$ cat src/rtl/core/ledser_pkg.sv
package ledser_pkg;

    // Store depth and the widths that follow from it.
    localparam int MAX_LEDS    = 256;
    localparam int ADDR_W      = (MAX_LEDS > 1) ? $clog2(MAX_LEDS) : 1;
    localparam int CNT_W       = $clog2(MAX_LEDS + 1);

    // Fixed field widths.
    localparam int COLOUR_W    = 24;
    localparam int CHAN_W      = 8;
    localparam int DUTY_W      = 16;
    localparam int LED_COUNT_W = 9;
    localparam int INDEX_W     = 8;
    localparam int KIND_W      = 2;
    localparam int BIT_W       = 5;
    localparam int BITS_PER_LED = 24;

    // Configuration port.
    localparam int APB_ADDR_W  = 4;
    localparam int APB_DATA_W  = 32;
    localparam int REG_IDX_W   = 2;

    localparam logic [REG_IDX_W-1:0] REG_LED_COUNT = 2'd0;
    localparam logic [REG_IDX_W-1:0] REG_DUTY_ZERO = 2'd1;
    localparam logic [REG_IDX_W-1:0] REG_DUTY_ONE  = 2'd2;

    typedef enum logic [KIND_W-1:0] {
        KIND_SET_PIXEL = 2'd0,
        KIND_FILL      = 2'd1,
        KIND_SHOW      = 2'd2,
        KIND_TICK      = 2'd3
    } kind_t;

    typedef enum logic [2:0] {
        ST_IDLE,
        ST_FILL,
        ST_COPY,
        ST_DRAIN,
        ST_TICK
    } state_t;

    typedef struct packed {
        logic [LED_COUNT_W-1:0] led_count;
        logic [DUTY_W-1:0]      duty_zero;
        logic [DUTY_W-1:0]      duty_one;
    } cfg_t;

    typedef struct packed {
        logic pix_write;
        logic fill_start;
        logic fill_write;
        logic show_start;
        logic copy_read;
        logic tick_emit;
        logic tick_close;
    } cmd_t;

    typedef struct packed {
        logic busy;
        logic idx_ok;
        logic n_zero;
        logic sweep_last;
        logic frame_more;
        logic out_blocked;
    } status_t;

endpackage

$ cat src/rtl/core/ledser_regs.sv
module ledser_regs (
    input  logic                              clk,
    input  logic                              rst_n,
    input  logic                              psel,
    input  logic                              penable,
    input  logic                              pwrite,
    input  logic [ledser_pkg::APB_ADDR_W-1:0] paddr,
    input  logic [ledser_pkg::APB_DATA_W-1:0] pwdata,
    output logic [ledser_pkg::APB_DATA_W-1:0] prdata,
    output logic                              pready,
    output ledser_pkg::cfg_t                  cfg
);

    ledser_pkg::cfg_t cfg_reg;
    ledser_pkg::cfg_t cfg_next;
    logic [ledser_pkg::REG_IDX_W-1:0] reg_idx;
    logic wr_en;

    assign pready  = 1'b1;
    assign reg_idx = paddr[ledser_pkg::APB_ADDR_W-1:2];
    assign wr_en   = psel && penable && pwrite;

    always_comb
    begin
        cfg_next = cfg_reg;
        if (wr_en)
        begin
            unique case (reg_idx)
                ledser_pkg::REG_LED_COUNT:
                    cfg_next.led_count = pwdata[ledser_pkg::LED_COUNT_W-1:0];
                ledser_pkg::REG_DUTY_ZERO:
                    cfg_next.duty_zero = pwdata[ledser_pkg::DUTY_W-1:0];
                ledser_pkg::REG_DUTY_ONE:
                    cfg_next.duty_one = pwdata[ledser_pkg::DUTY_W-1:0];
                default:
                    cfg_next = cfg_reg;
            endcase
        end
    end

    always_comb
    begin
        unique case (reg_idx)
            ledser_pkg::REG_LED_COUNT:
                prdata = ledser_pkg::APB_DATA_W'(cfg_reg.led_count);
            ledser_pkg::REG_DUTY_ZERO:
                prdata = ledser_pkg::APB_DATA_W'(cfg_reg.duty_zero);
            ledser_pkg::REG_DUTY_ONE:
                prdata = ledser_pkg::APB_DATA_W'(cfg_reg.duty_one);
            default:
                prdata = '0;
        endcase
    end

    always_ff @(posedge clk or negedge rst_n)
    begin
        if (!rst_n)
        begin
            cfg_reg <= '0;
        end
        else
        begin
            cfg_reg <= cfg_next;
        end
    end

    assign cfg = cfg_reg;

endmodule

$ cat config.mk
export PLATFORM = sky130hd
export DESIGN_NAME = ledser_regs
export DESIGN_NICKNAME = d
export VERILOG_FILES = /design/src/rtl/core/ledser_pkg.sv /design/src/rtl/core/ledser_regs.sv
export SDC_FILE = /design/constraint.sdc
export NUM_CORES = 1
export LEC_CHECK = 0
export BUFFER_PORTS_ARGS = -buffer_cell sky130_fd_sc_hd__buf_2
export CORE_MARGIN = 5
export CORE_UTILIZATION = 39
export DETAILED_ROUTE_END_ITERATION = 12
export PLACE_DENSITY = 0.75
export SLEW_MARGIN = 20
export SYNTH_ARGS = -nofsm -noshare
export SYNTH_HDL_FRONTEND = slang
export SYNTH_SLANG_ARGS = --single-unit
$ cat constraint.sdc
create_clock -name clk -period 1 [get_ports clk]
set_input_delay 0.1 -clock clk [delete_from_list [all_inputs] [get_ports clk]]
set_output_delay 0.1 -clock clk [all_outputs]
set_load 0.02 [all_outputs]
# ---- Word-level counts from Yosys, hierarchy flattened
# Cells that the tools add are included.
dict set report op_classes {
  magnitude_cmp 0
  shifts 0
  mul 0
  bitwise 0
  eq_ne 2
  n_addsub 0
  reduce_logical 6
  mux 1
  div 0
}
# op count
set ops {}
lappend ops {{$pmux 16 s3} 1}
lappend ops {{$reduce_and 2->1} 3}
lappend ops {{$eq 2x1->1 const B} 1}
lappend ops {{$eq 2x2->1 const B} 1}
lappend ops {{$logic_and 1x1->1} 2}
lappend ops {{$logic_not 2->1} 1}
dict set report word_totals {
  inputBits 41
  mem_bits_rw 0
  elab_cells 12
  output_inout_bits 74
  mem_bits_ro 0
  latch_bits 0
  n_memories 0
  reg_bits 41
}

# ---- Depth between registers and ports, before layout
dict set report logic_depth {
  depth_word 3
  ltp_mapped 6
  mapped_depth_nobuf 3
}

# ---- Least setup slack after synthesis
# No wires, ideal clock.
dict set report synth_timing {
  path_type {input-to-reg}
  from {input paddr[2] (netlist bit)}
  to {register cfg_reg (netlist bit cfg[10])}
  path_stages 4
  n_path_buf 2
  slack_ps -312
  setup_time_ps 125
  arrival_time_ps 1187
  required_time_ps 875
  path_cell_list {buf_2 nor3b_2 buf_4 mux2_2}
}
dict set report synth_between {
  elab_chain_cells 2
}
# item line
set synth_lines {}
lappend synth_lines {{start: declaration} ledser_regs.sv:7} ;# input logic [ledser_pkg::APB_ADDR_W-1:0] paddr,
lappend synth_lines {{$eq 2x2->1} ledser_regs.sv:28} ;# unique case (reg_idx)
lappend synth_lines {{$reduce_and 2->1 (no line)} n/a}
lappend synth_lines {{end signal: assignment} ledser_regs.sv:63} ;# cfg_reg <= cfg_next;
lappend synth_lines {{end: declaration} ledser_regs.sv:14} ;# ledser_pkg::cfg_t cfg_reg;
# Every way passes these cells.
# A chain may end at the register's enable or synchronous reset.

# ---- Worst setup path after layout
dict set report layout_timing {
  from {register cfg_reg (netlist bit cfg[26])}
  to {output prdata[10] (netlist bit)}
}
dict set report layout_between {
  elab_chain_cells 1
}
# item line
set layout_lines {}
lappend layout_lines {{$pmux 16 s3} ledser_regs.sv:43} ;# unique case (reg_idx)
lappend layout_lines {{end: declaration} ledser_regs.sv:9} ;# output logic [ledser_pkg::APB_DATA_W-1:0] prdata,
# Every way passes these cells.

==> impl_metrics.toml <==
[global_route]
grt_max_degree = 42
busiest_layer = "met2"
antenna_found_initial = 0
grt_pass1_vias = 1624
use_met1_pct = 21.89
overflow = 0
grt_pass1_wl_um = 8397
track_usage_pct = 16.66
grt_use_met2_pct = 27.30
gr-usage-met3_pct = 4.825

[finish]
layout.nets = 320
syn2layout_area_growth_pct = 73.79
largest_register_ffs = 41
n_antenna_cell = 0
postLayoutCellArea_um2 = 3492
layout-drive-gt1-share_pct = 69.29

[timing]
rsz0062_at_grt = "yes"
drv_slew = 0
finClkSkew_ps = 0
hold_viol = 0
fin_crit_ps = 1203
max_freq_mhz = 831.0
fin_crit_sh_pct = 120.3
setup_ws_ps = -203.4
holdWs_ps = 56.24
setup_viol = 52

[worst_setup_path]
path_buf_inv = 1
worst-path-max-fanout = 2
cp.arrival_ps = 1100
cp-end-kind = "primary output"
crit_chain = "a22o_4 -> buf_6"
timing.reg2reg.worst_path_depth = 3
cp-start-kind = "register"
timing.rr.end = "cfg[12]$_DFFE_PN0P_"
slowest_stage = "dfrtp_1"
ff2ff_setup_slack_ps = -20
critPathMaxStageDelay_ps = 420
worstSetupPathType = "register to primary output"
critPathRequiredTime_ps = 900
r2r_start = "cfg[12]$_DFFE_PN0P_"
crit_family = "flip-flops"

[synthesis]
yosys.area.top_type_share_pct = 51.06
synthCells = 150
syn_area_per_cell_um2 = 13.40
synth_top_area_cell = "dfrtp_1"
synth_seq_cells = 41
yosysSeqAreaShare_pct = 51.06
netlist_area_um2 = 2009
ys_types = 18
yosys_warnings = 0
yosys-top-cells-area = "dfrtp_1 51%, mux2_2 17%, mux2_4 7.5%, buf_4 6.7%, mux2i_1 4.5%"

[detailed_routing]
wl_per_cell_um = 16.84
via_per_inst = 4.594
routed_wl_um = 5893
drtAntennaViolNets = 0
drc = 0
vias = 1608
dr.pass1.iters = 4
first_iter_violations = 40

[cts]
cts_tree = "built"
cts.path.max_buffers = 2
cts.reportedPaths.clkPinSlew_ps = 80
cts_sinks = 41
cts_buffers = 5
insertion_delay_ps = 280
root_buffer = "clkbuf_8"
htreeDepth = 2

[power_and_ir_drop]
p_leak_nw = 1.774
power_density_nw_per_um2 = 2069
vdd_drop_max_v = 0.001232

[worst_hold_path]
hp-class = "input port to register"
min_path_cells = 2
hold_path_startpoint = "pwdata[12]"
min_to = "cfg[28]$_DFFE_PN0P_"

[die]
die_w_um = 81.78
core.rowCount = 26
ioPinCount = 115
initial_core_util_pct = 39.85
fp.dieArea_um2 = 6688
die_h_um = 81.78
coreArea_um2 = 5042

[placement]
port_buffers = 79
gp_congestion = 0.7313
place_hpwl_um = 3626
dp_slack_ps = -300.7
place_area_um2 = 2651

[flow_run]
maxCapViolCount = 0

[status]
violations = "setup timing"
status = "finished with violations"
-- where the power goes --
group | switching [W] | total (W) | internal [W]
clock network | 0.000591 | 0.00140 | 0.000812
registers | 0.000345 | 0.00239 | 0.00204
logic | 0.00145 | 0.00343 | 0.00198
-- cell families after synthesis --
family	Yosys count	synth area share (%)
muxes	50	29.33
DFF	41	51.06
buffers and inverters	26	9.589
AOI/OAI and AO/OA	16	5.293
and+or+nand+nor	15	4.358
other	2	0.3737
-- layer usage --
| layer | vias to the layer above | routed length [µm] |
|---|---|---|
| li1 | 754 | - |
| met1 | 793 | 2371 |
| met2 | 54 | 3084 |
| met3 | 7 | 381 |
| met4 | 0 | 55 |
| met5 | - | 0 |
-- cell usage after synthesis (all sizes together) --
cell,n
nand2,9
buf,23
nor3b,1
nand3,1
mux2,41
or3b,1
a22o,7
dfrtp,41
nor2b,2
nor3,1
clkbuf,3
o21ai,9
conb,2
mux2i,9
-- per-stage QoR --
step | power, W | TNS [ps] | cells | utilization [%]
after global routing | 0.007562 | -5746 | 350 | 69.26
after global placement | 0.004482 | -13000 | 306 | 52.58
after detailed placement | 0.004528 | -13470 | 306 | 52.58
final | 0.007225 | -3848 | 350 | 69.26
after CTS | 0.006764 | -3848 | 339 | 63.57
after floorplan | 0.003800 | -8310 | 165 | -
-- placed cells by master, fill, tap and decap left out, types with 9 or more instances in the layout --
cell     netlist  routed
buf_2          3      30
mux2_4        10      22
mux2i_1        9       9
mux2_2        31      19
dfrtp_1       41      41
nand2_1        9       9
buf_4         18      18
conb_1         2      17
buf_6          1      80
-- how the worst max path moves through the flow --
stage	startpoint	endpoint	slack, ps	cells past startpoint
after detailed placement	psel	cfg[11]$_DFFE_PN0P_	-300	6
after global routing	cfg[21]$_DFFE_PN0P_	prdata[5]	-260	3
after CTS	cfg[27]$_DFFE_PN0P_	prdata[11]	-180	2
after floorplan	pwrite	cfg[20]$_DFFE_PN0P_	-230	5
after global placement	pwrite	cfg[33]$_DFFE_PN0P_	-300	6
final	cfg[26]$_DFFE_PN0P_	prdata[10]	-200	2
-- what timing repair did --
action / in CTS / in global routing
cloned: 0 / 1
setup endpoints to repair: 16 / 57
hold buffers: 1 / 0
resized for setup: 82 / 56
setup buffers: 24 / 15
hold endpoints to repair: 41 / 0
pin swaps: 7 / 6
-- area by class of cell --
| cell class | instances | area, µm² |
|---|---|---|
| fill | 356 | 1550 |
| clock buffer | 6 | 82.58 |
| clock inverter | 2 | 37.54 |
| multi-input combinational | 98 | 977.2 |
| timing repair buffer | 133 | 1281 |
| tap | 70 | 87.58 |
| sequential | 41 | 1026 |
Power figures use the tool's default switching activity.
