[src/rtl/core/ledser_pkg.sv]
package ledser_pkg;

    // Store depth and the widths that follow from it.
    localparam int MAX_LEDS    = 256;
    localparam int ADDR_W      = (MAX_LEDS > 1) ? $clog2(MAX_LEDS) : 1;
    localparam int CNT_W       = $clog2(MAX_LEDS + 1);

    // Fixed field widths.
    localparam int COLOUR_W    = 24;
    localparam int CHAN_W      = 8;
    localparam int DUTY_W      = 16;
    localparam int LED_COUNT_W = 9;
    localparam int INDEX_W     = 8;
    localparam int KIND_W      = 2;
    localparam int BIT_W       = 5;
    localparam int BITS_PER_LED = 24;

    // Configuration port.
    localparam int APB_ADDR_W  = 4;
    localparam int APB_DATA_W  = 32;
    localparam int REG_IDX_W   = 2;

    localparam logic [REG_IDX_W-1:0] REG_LED_COUNT = 2'd0;
    localparam logic [REG_IDX_W-1:0] REG_DUTY_ZERO = 2'd1;
    localparam logic [REG_IDX_W-1:0] REG_DUTY_ONE  = 2'd2;

    typedef enum logic [KIND_W-1:0] {
        KIND_SET_PIXEL = 2'd0,
        KIND_FILL      = 2'd1,
        KIND_SHOW      = 2'd2,
        KIND_TICK      = 2'd3
    } kind_t;

    typedef enum logic [2:0] {
        ST_IDLE,
        ST_FILL,
        ST_COPY,
        ST_DRAIN,
        ST_TICK
    } state_t;

    typedef struct packed {
        logic [LED_COUNT_W-1:0] led_count;
        logic [DUTY_W-1:0]      duty_zero;
        logic [DUTY_W-1:0]      duty_one;
    } cfg_t;

    typedef struct packed {
        logic pix_write;
        logic fill_start;
        logic fill_write;
        logic show_start;
        logic copy_read;
        logic tick_emit;
        logic tick_close;
    } cmd_t;

    typedef struct packed {
        logic busy;
        logic idx_ok;
        logic n_zero;
        logic sweep_last;
        logic frame_more;
        logic out_blocked;
    } status_t;

endpackage

[src/rtl/core/ledser_ctrl.sv]
module ledser_ctrl (
    input  logic                          clk,
    input  logic                          rst_n,
    input  logic                          in_valid,
    input  logic [ledser_pkg::KIND_W-1:0] kind,
    input  ledser_pkg::status_t           status,
    output logic                          in_stall,
    output ledser_pkg::cmd_t              cmd
);

    ledser_pkg::state_t state_reg;
    ledser_pkg::state_t state_next;
    logic accept;

    // A tick may only enter when the output register will be free for its word.
    assign in_stall = (state_reg != ledser_pkg::ST_IDLE) ||
                      ((kind == ledser_pkg::KIND_TICK) && status.out_blocked);
    assign accept   = in_valid && !in_stall;

    always_comb
    begin
        state_next = state_reg;
        unique case (state_reg)
            ledser_pkg::ST_IDLE:
            begin
                if (accept)
                begin
                    unique case (kind)
                        ledser_pkg::KIND_SET_PIXEL:
                            state_next = ledser_pkg::ST_IDLE;
                        ledser_pkg::KIND_FILL:
                            if (!status.n_zero)
                            begin
                                state_next = ledser_pkg::ST_FILL;
                            end
                        ledser_pkg::KIND_SHOW:
                            if (!status.busy && !status.n_zero)
                            begin
                                state_next = ledser_pkg::ST_COPY;
                            end
                        ledser_pkg::KIND_TICK:
                            if (status.busy && status.frame_more)
                            begin
                                state_next = ledser_pkg::ST_TICK;
                            end
                    endcase
                end
            end
            ledser_pkg::ST_FILL:
                if (status.sweep_last)
                begin
                    state_next = ledser_pkg::ST_IDLE;
                end
            ledser_pkg::ST_COPY:
                if (status.sweep_last)
                begin
                    state_next = ledser_pkg::ST_DRAIN;
                end
            ledser_pkg::ST_DRAIN:
                state_next = ledser_pkg::ST_IDLE;
            ledser_pkg::ST_TICK:
                state_next = ledser_pkg::ST_IDLE;
            default:
                state_next = ledser_pkg::ST_IDLE;
        endcase
    end

    always_comb
    begin
        cmd = '0;
        unique case (state_reg)
            ledser_pkg::ST_IDLE:
            begin
                if (accept)
                begin
                    unique case (kind)
                        ledser_pkg::KIND_SET_PIXEL:
                            cmd.pix_write = status.idx_ok;
                        ledser_pkg::KIND_FILL:
                            cmd.fill_start = !status.n_zero;
                        ledser_pkg::KIND_SHOW:
                            cmd.show_start = !status.busy;
                        ledser_pkg::KIND_TICK:
                        begin
                            cmd.tick_close = status.busy && !status.frame_more;
                        end
                    endcase
                end
            end
            ledser_pkg::ST_FILL:
                cmd.fill_write = 1'b1;
            ledser_pkg::ST_COPY:
                cmd.copy_read = 1'b1;
            ledser_pkg::ST_DRAIN:
                cmd = '0;
            ledser_pkg::ST_TICK:
                cmd.tick_emit = 1'b1;
            default:
                cmd = '0;
        endcase
    end

    always_ff @(posedge clk or negedge rst_n)
    begin
        if (!rst_n)
        begin
            state_reg <= ledser_pkg::ST_IDLE;
        end
        else
        begin
            state_reg <= state_next;
        end
    end

endmodule

[config.mk]
export PLATFORM = sky130hd
export DESIGN_NAME = ledser_ctrl
export DESIGN_NICKNAME = d
export VERILOG_FILES = /design/src/rtl/core/ledser_pkg.sv /design/src/rtl/core/ledser_ctrl.sv
export SDC_FILE = /design/constraint.sdc
export NUM_CORES = 1
export LEC_CHECK = 0
export ABC_AREA = 1
export BUFFER_PORTS_ARGS = -buffer_cell sky130_fd_sc_hd__buf_2
export CAP_MARGIN = 25
export CORE_AREA = 2 2 39 41
export DETAILED_ROUTE_END_ITERATION = 8
export DIE_AREA = 0 0 41 43
export SLEW_MARGIN = 20
export SYNTH_ARGS = -nofsm -noshare
export SYNTH_HDL_FRONTEND = slang
export SYNTH_SLANG_ARGS = --single-unit
[constraint.sdc]
create_clock -name clk -period 1.45 [get_ports clk]
set_input_delay 0.29 -clock clk [delete_from_list [all_inputs] [get_ports clk]]
set_output_delay 0.29 -clock clk [all_outputs]
set_load 0.02 [all_outputs]
### After elaboration in Yosys (flattened, before gate mapping)

Cells that the tools add are included.

| storage, ports and cells | value |
|---|---|
| input port bits | 11 |
| word-level logic and storage cells | 48 |
| bits in registers | 3 |

| cells by class | value |
|---|---|
| equality and inequality tests | 12 |
| muxes and demuxes | 21 |
| reductions and logical operators | 14 |

Operators by type and width:

| kind | count |
|---|---|
| $mux W3 | 6 |
| $pmux W3 S4 | 1 |
| $mux W1 | 11 |
| $ne A3 B3 Y1 const B | 3 |
| $pmux W3 S3 | 1 |
| $ne A2 B2 Y1 const B | 3 |
| $reduce_and A6 Y1 | 1 |
| $logic_and A1 B1 Y1 | 5 |
| $eq A2 B2 Y1 const B | 2 |
| $logic_not A1 Y1 | 4 |
| $mux W2 | 2 |
| $eq A3 B1 Y1 const B | 1 |
| $eq A3 B2 Y1 const B | 1 |
| $eq A3 B3 Y1 const B | 1 |
| $logic_not A3 Y1 | 1 |
| $reduce_bool A3 Y1 | 1 |
| $eq A2 B1 Y1 const B | 1 |
| $logic_not A2 Y1 | 1 |
| $logic_or A1 B1 Y1 | 1 |

### Logic depth before layout (Yosys ltp)

Gate-level depths: netlist (run 1).

| depth | value |
|---|---|
| depth after elaboration | 7 |
| depth in mapped cells | 8 |
| gate-level depth less buffers | 8 |

### Least setup slack after synthesis (run 1)

No wires, ideal clock.

| timing path | value |
|---|---|
| kind | reg2out |
| start point | register state_reg[0] |
| end point | output port cmd[0] (netlist name) |
| data arrival time | 1.225 ns |
| cell stages (with the launch flop) | 6 |
| required time | 1.160 ns |
| buffers on the path | 0 |
| setup slack | -0.065 ns |
| path through | dfrtp_1 > nor2_4 > nand2_4 > inv_4 > nand2_1 > nor4_2 |

RTL lines:

| what | line | source |
|---|---|---|
| from (decl) | ledser_ctrl.sv:11 | `ledser_pkg::state_t state_reg;` |
| from (signal assigned) | ledser_ctrl.sv:107 | `state_reg <= ledser_pkg::ST_IDLE;` |
| from (signal assigned) | ledser_ctrl.sv:111 | `state_reg <= state_next;` |
| to (decl) | ledser_ctrl.sv:8 | `output ledser_pkg::cmd_t cmd` |

==> flow_metrics.py, run 1 <==
metrics = {
    "setup_path": {
        "r2r-end": "state_reg[1]",
        "crit_path_start_kind": "flop",
        "slowest_delay_ns": 0.40,
        "r2r_cells": 11,
        "reg2reg_slack_ns": 0.11,
        "crit_chain": "nor2_4 -> nand2_4 -> inv_6 -> nand2_2 -> nor4_2 -> buf_4",
        "critPathTopFamily": "simple AND/OR/NAND/NOR gates",
        "path_class": "reg2out",
        "r2r-start": "state_reg[0]",
        "end_kind": "output pin",
        "cp.required_ns": 1.16,
        "cp_max_fo": 5,
        "worstPathArrival_ns": 1.38,
        "cp_slowest_cell": "dfrtp_1",
        "cp_num_buf_inv": 2,
    },
    "timing": {
        "setup_viol": 8,
        "rsz0062_at_grt": "yes",
        "hold_ws_ns": 0.333,
        "slew_viol_final": 0,
        "relSlewSlack_pct": 86.1,
        "finalClockSkew_ns": 0.000662,
        "hold_viol_final": 0,
        "max_slew.worst_pin.slew_ns": 0.206,
        "timing.final.ws_setup_ns": -0.225,
        "fin_setup_tns_ns": -1.07,
        "finalCriticalPeriod_ns": 1.67,
        "timing.final.crit_share_pct": 115,
        "fmax_mhz": 597,
    },
    "synth": {
        "yosysWarnings": 0,
        "syn_nets": 67,
        "seq_area_frac_synth_pct": 21.4,
        "ys_ff_latch": 3,
        "syn_avg_cell_area_um2": 6.28,
        "ys_types": 18,
        "netlist_instances": 56,
        "syn-cell-area_um2": 352,
    },
    "power_and_ir_drop": {
        "peakVddDrop_mv": 0.805,
        "power_uw": 963,
        "powerDensity_nw_per_um2": 1500,
        "p_leak_nw": 0.372,
    },
    "place": {
        "place_congestion": 0.743,
        "placed_area_um2": 484,
        "pre_cts_ws_ns": -0.00459,
        "dp.final_hpwl_um": 738,
        "portBuffers": 18,
        "placed_cells": 93,
    },
    "grt": {
        "grt_usage_pct": 12.6,
        "grt_pass1_vias": 397,
        "overflow": 0,
        "antenna_found_initial": 0,
        "grt_pass1_wl_mm": 1.49,
        "grt_max_degree": 6,
    },
    "cts": {
        "cts_made_buffers": 3,
        "path_clk_slew_ns": 0.04,
        "cts.sinks": 3,
        "h-tree-depth": 1,
        "cts-root-buf": "clkbuf_4",
        "cts_buffer_depth": 2,
        "clock_latency_ns": 0.22,
        "cts_tree": "yes",
    },
    "route": {
        "via_count": 435,
        "viasPerCell": 4.14,
        "wire_per_inst_um": 8.90,
        "final_antenna_net_count": 0,
        "drt_first_pass_iters": 4,
        "drt_iter0_drc": 2,
        "drcViolationCount": 0,
        "wl_um": 934,
    },
    "cells_and_area": {
        "nets": 101,
        "antenna_cells": 0,
        "final_cells": 105,
        "fillers": 151,
        "largest_reg_flops": 3,
        "design_area_um2": 642,
        "syn_to_final_growth_pct": 82.6,
        "utilization_pct": 46.4,
        "drive_gt1_share_pct": 58.4,
    },
    "die": {
        "coreArea_um2": 1380,
        "die_x_um": 41,
        "initial_utilization_pct": 25.4,
        "die_area_um2": 1760,
        "die_h_um": 43,
        "fp-row-count": 14,
        "io_pins": 19,
    },
    "run_status": {
        "outcome": "finished, violations left",
        "violations": "negative setup slack",
    },
    "hold_path": {
        "worstHoldStart": "status[2]",
        "holdPathEnd": "state_reg[0]",
        "hold_depth": 4,
        "hold_path.class": "in2reg",
    },
    "run": {
        "cap_viol_max_count": 0,
    },
}
[area by class of cell]
type                            count  area [µm²]  share of cell area [%]
Clock buffer                        4        26.3                    4.09
Inverter                           13        53.8                    8.38
Multi-Input combinational cell     40         259                    40.4
Sequential cell                     3        75.1                    11.7
Tap cell                           16        20.0                    3.12
Timing Repair Buffer               29         208                    32.4
[Yosys cell counts]
cell type	n	share of area, %
a21oi_1	1	1.4
dfrtp_1	3	21
inv_1	9	9.6
inv_2	3	3.2
inv_4	1	1.8
nand2_1	18	19
nand2_2	3	5.3
nand2_4	1	3.2
nand3_1	3	4.3
nand3_2	1	2.8
nand4_1	1	1.8
nor2_1	3	3.2
nor2_2	2	3.6
nor2_4	1	3.2
nor3_1	1	1.4
nor3_2	2	5.7
nor4_2	2	7.1
or2_1	1	1.8
[routing by layer]
metal	up-vias	routed length, µm	GRT usage [%]
met1	194	426	16.4
met3	0	29	5.24
li1	236	-	-
met4	0	0	6.00
met2	5	478	17.2
met5	-	0	0
[cell families after synthesis]
family          after synthesis  synth area share (%)
flops                         3                  21.4
simple gates                 39                  62.6
buf+inv                      13                  14.6
compound gates                1                  1.42
[cells in the final DEF, fill, tap and decap left out, drive strengths merged]
master        n
nand2        22
dfrtp         3
buf          28
nor3          3
nand4         1
clkbuf        4
nor4          2
dlygate4sd3   1
inv          13
nor2          6
nand3         4
a21oi         1
or2           1
[tightest hold or removal path: stages]
cell and delay [ns]:
buf_2 0.07, inv_1 0.05, nand2_1 0.06, nand2_1 0.04
[worst max-delay path by stage]
| stage | to | start | cells past startpoint | slack [ns] |
|---|---|---|---|---|
| after floorplan | cmd[0] | state_reg[0] | 5 | -0.07 |
| after global placement | cmd[6] | state_reg[0] | 6 | 0.02 |
| after detailed placement | cmd[0] | state_reg[0] | 6 | -0.005 |
| after CTS | cmd[0] | state_reg[2] | 6 | -0.23 |
| after global routing | cmd[0] | state_reg[0] | 6 | -0.29 |
| final | cmd[0] | state_reg[0] | 6 | -0.22 |
[power breakdown]
group / total (mW) / internal, mW / switching, mW
clock: 0.141 / 0.103 / 0.0382
combinational: 0.698 / 0.339 / 0.359
sequential: 0.125 / 0.106 / 0.0184
[timing repair]
| item | in CTS | in global routing |
|---|---|---|
| gates resized for setup | 8 | 12 |
| pin swaps | 1 | 2 |
| setup buffers | 4 | 3 |
| hold buffers | 1 | 0 |
| endpoints found under the setup margin | 5 | 7 |
| hold endpoints to repair | 3 | 0 |
Note: power is estimated with default switching activity, not from simulation.
==> run 2: changes to the inputs <==
--- a/config.mk
+++ b/config.mk
@@ -11,6 +11,7 @@
 export CORE_AREA = 2 2 39 41
 export DETAILED_ROUTE_END_ITERATION = 8
 export DIE_AREA = 0 0 41 43
+export PLACE_DENSITY_LB_ADDON = 0.25
 export SLEW_MARGIN = 20
 export SYNTH_ARGS = -nofsm -noshare
 export SYNTH_HDL_FRONTEND = slang
==> run 2 against run 1 <==
Compared with the run above: the flow still finishes with violations (negative setup slack); register-to-register slack better by 0.07 ns; die area unchanged; sequential cell count stayed put; combinational power decreased by 16%; critical path depth unchanged; fmax is 0.93% higher; worst hold slack lost 0.0012 ns; clock skew is 0.00068 ns higher; largest cell class unchanged.
==> flow_metrics.py, run 2 (synthesized netlist as in run 1, its figures left out) <==
metrics = {
    "timing": {
        "max_slew.worst_pin.slew_ns": 0.184,
        "timing.final.crit_share_pct": 114,
        "slew_viol_final": 0,
        "finalClockSkew_ns": 0.00135,
        "fmax_mhz": 603,
        "relSlewSlack_pct": 87.6,
        "hold_ws_ns": 0.332,
        "fin_setup_tns_ns": -0.808,
        "setup_viol": 5,
        "timing.final.ws_setup_ns": -0.209,
        "rsz0062_at_grt": "yes",
        "finalCriticalPeriod_ns": 1.66,
        "hold_viol_final": 0,
    },
    "hold_path": {
        "hold_path.class": "in2reg",
        "worstHoldStart": "status[2]",
        "holdPathEnd": "state_reg[0]",
        "hold_depth": 4,
    },
    "cells_and_area": {
        "final_cell_mix": "17 x nand2_1, 13 x buf_2, 10 x buf_4, 8 x inv_1, 4 x inv_2",
        "nets": 97,
        "design_area_um2": 594,
        "antenna_cells": 0,
        "final_common_cell": "nand2_1",
        "drive_gt1_share_pct": 52.9,
        "syn_to_final_growth_pct": 69.0,
        "fillers": 147,
        "largest_reg_flops": 3,
    },
    "power_and_ir_drop": {
        "power_uw": 855,
        "powerDensity_nw_per_um2": 1440,
        "p_leak_nw": 0.347,
        "peakVddDrop_mv": 0.655,
    },
    "route": {
        "viasPerCell": 4.23,
        "drt_first_pass_iters": 2,
        "drt_iter0_drc": 5,
        "via_count": 427,
        "final_antenna_net_count": 0,
        "wl_um": 892,
        "wire_per_inst_um": 8.83,
        "drcViolationCount": 0,
    },
    "place": {
        "placed_area_um2": 484,
        "portBuffers": 18,
        "dp.final_hpwl_um": 679,
        "place_congestion": 0.713,
    },
    "setup_path": {
        "crit_chain": "nor2_4 -> nand2_4 -> inv_6 -> nand2_2 -> nor4_4 -> buf_4",
        "cp_max_fo": 5,
        "crit_path_start_kind": "flop",
        "worstPathArrival_ns": 1.37,
        "r2r_cells": 10,
        "r2r-end": "state_reg[1]",
        "slowest_delay_ns": 0.40,
        "r2r-start": "state_reg[0]",
        "end_kind": "output pin",
        "cp.required_ns": 1.16,
        "cp_slowest_cell": "dfrtp_1",
        "reg2reg_slack_ns": 0.18,
        "path_class": "reg2out",
    },
    "grt": {
        "grt_pass1_vias": 394,
        "antenna_found_initial": 0,
        "grt_pass1_wl_mm": 1.44,
        "grt_usage_pct": 12.2,
        "overflow": 0,
        "grt_max_degree": 6,
    },
    "cts": {
        "h-tree-depth": 1,
        "cts_buffer_depth": 2,
        "cts_tree": "yes",
        "cts-root-buf": "clkbuf_4",
        "path_clk_slew_ns": 0.03,
        "cts_made_buffers": 3,
        "clock_latency_ns": 0.23,
        "cts.sinks": 3,
    },
    "die": {
        "fp-row-count": 14,
        "io_pins": 19,
        "die_h_um": 43,
        "die_area_um2": 1760,
        "die_x_um": 41,
        "coreArea_um2": 1380,
        "initial_utilization_pct": 25.4,
    },
    "run": {
        "cap_viol_max_count": 0,
    },
    "run_status": {
        "outcome": "finished, violations left",
        "violations": "negative setup slack",
    },
}
==> run 2: per-layer routing <==
| metal | global-route usage (%) | up-vias | routed length [µm] |
|---|---|---|---|
| met5 | 0 | - | 0 |
| met4 | 8.00 | 0 | 0 |
| met3 | 3.14 | 0 | 32 |
| met2 | 17.8 | 5 | 491 |
| met1 | 14.8 | 195 | 368 |
| li1 | - | 227 | - |
==> run 2: area by class of cell <==
type / count / area (µm²) / area share, %
inverter: 13 / 53.8 / 9.05
clock buffer: 4 / 26.3 / 4.42
multi-input combinational: 40 / 258 / 43.4
sequential: 3 / 75.1 / 12.6
timing repair buffer: 25 / 161 / 27.2
tap: 16 / 20.0 / 3.37
==> run 2: through the flow <==
stage	worst slack, ns	util, %	instances
after floorplan	-0.0650	-	56
after global placement	0.0198	35.0	93
after detailed placement	0.00521	35.0	93
after CTS	-0.221	40.6	100
after global routing	-0.300	42.9	101
final	-0.209	42.9	101
==> run 2: critical path, delay by kind of cell, from the launching register on <==
| kind | cells | cell delay, ns |
|---|---|---|
| buffers and inverters | 2 | 0.25 |
| flip-flops | 1 | 0.40 |
| AND/OR/NAND/NOR | 4 | 0.49 |
==> run 2: worst max path at each step <==
stage,start,endpoint,cells after the start
after floorplan,state_reg[0],cmd[0],5
after global placement,state_reg[0],cmd[0],6
after detailed placement,state_reg[0],cmd[0],6
after CTS,state_reg[2],cmd[0],6
after global routing,state_reg[0],cmd[3],6
final,state_reg[0],cmd[0],6
==> run 2: power breakdown <==
group	internal (mW)	switching [mW]	total [mW]
logic	0.248	0.339	0.588
clock network	0.103	0.0398	0.143
registers	0.106	0.0184	0.125
==> run 2: timing repair <==
item | CTS | global route
buffers inserted | 2 | 1
hold buffers | 1 | 0
resized for setup | 8 | 5
pin swaps | 1 | 2
endpoints found under the setup margin | 5 | 7
hold endpoints to repair | 3 | 0
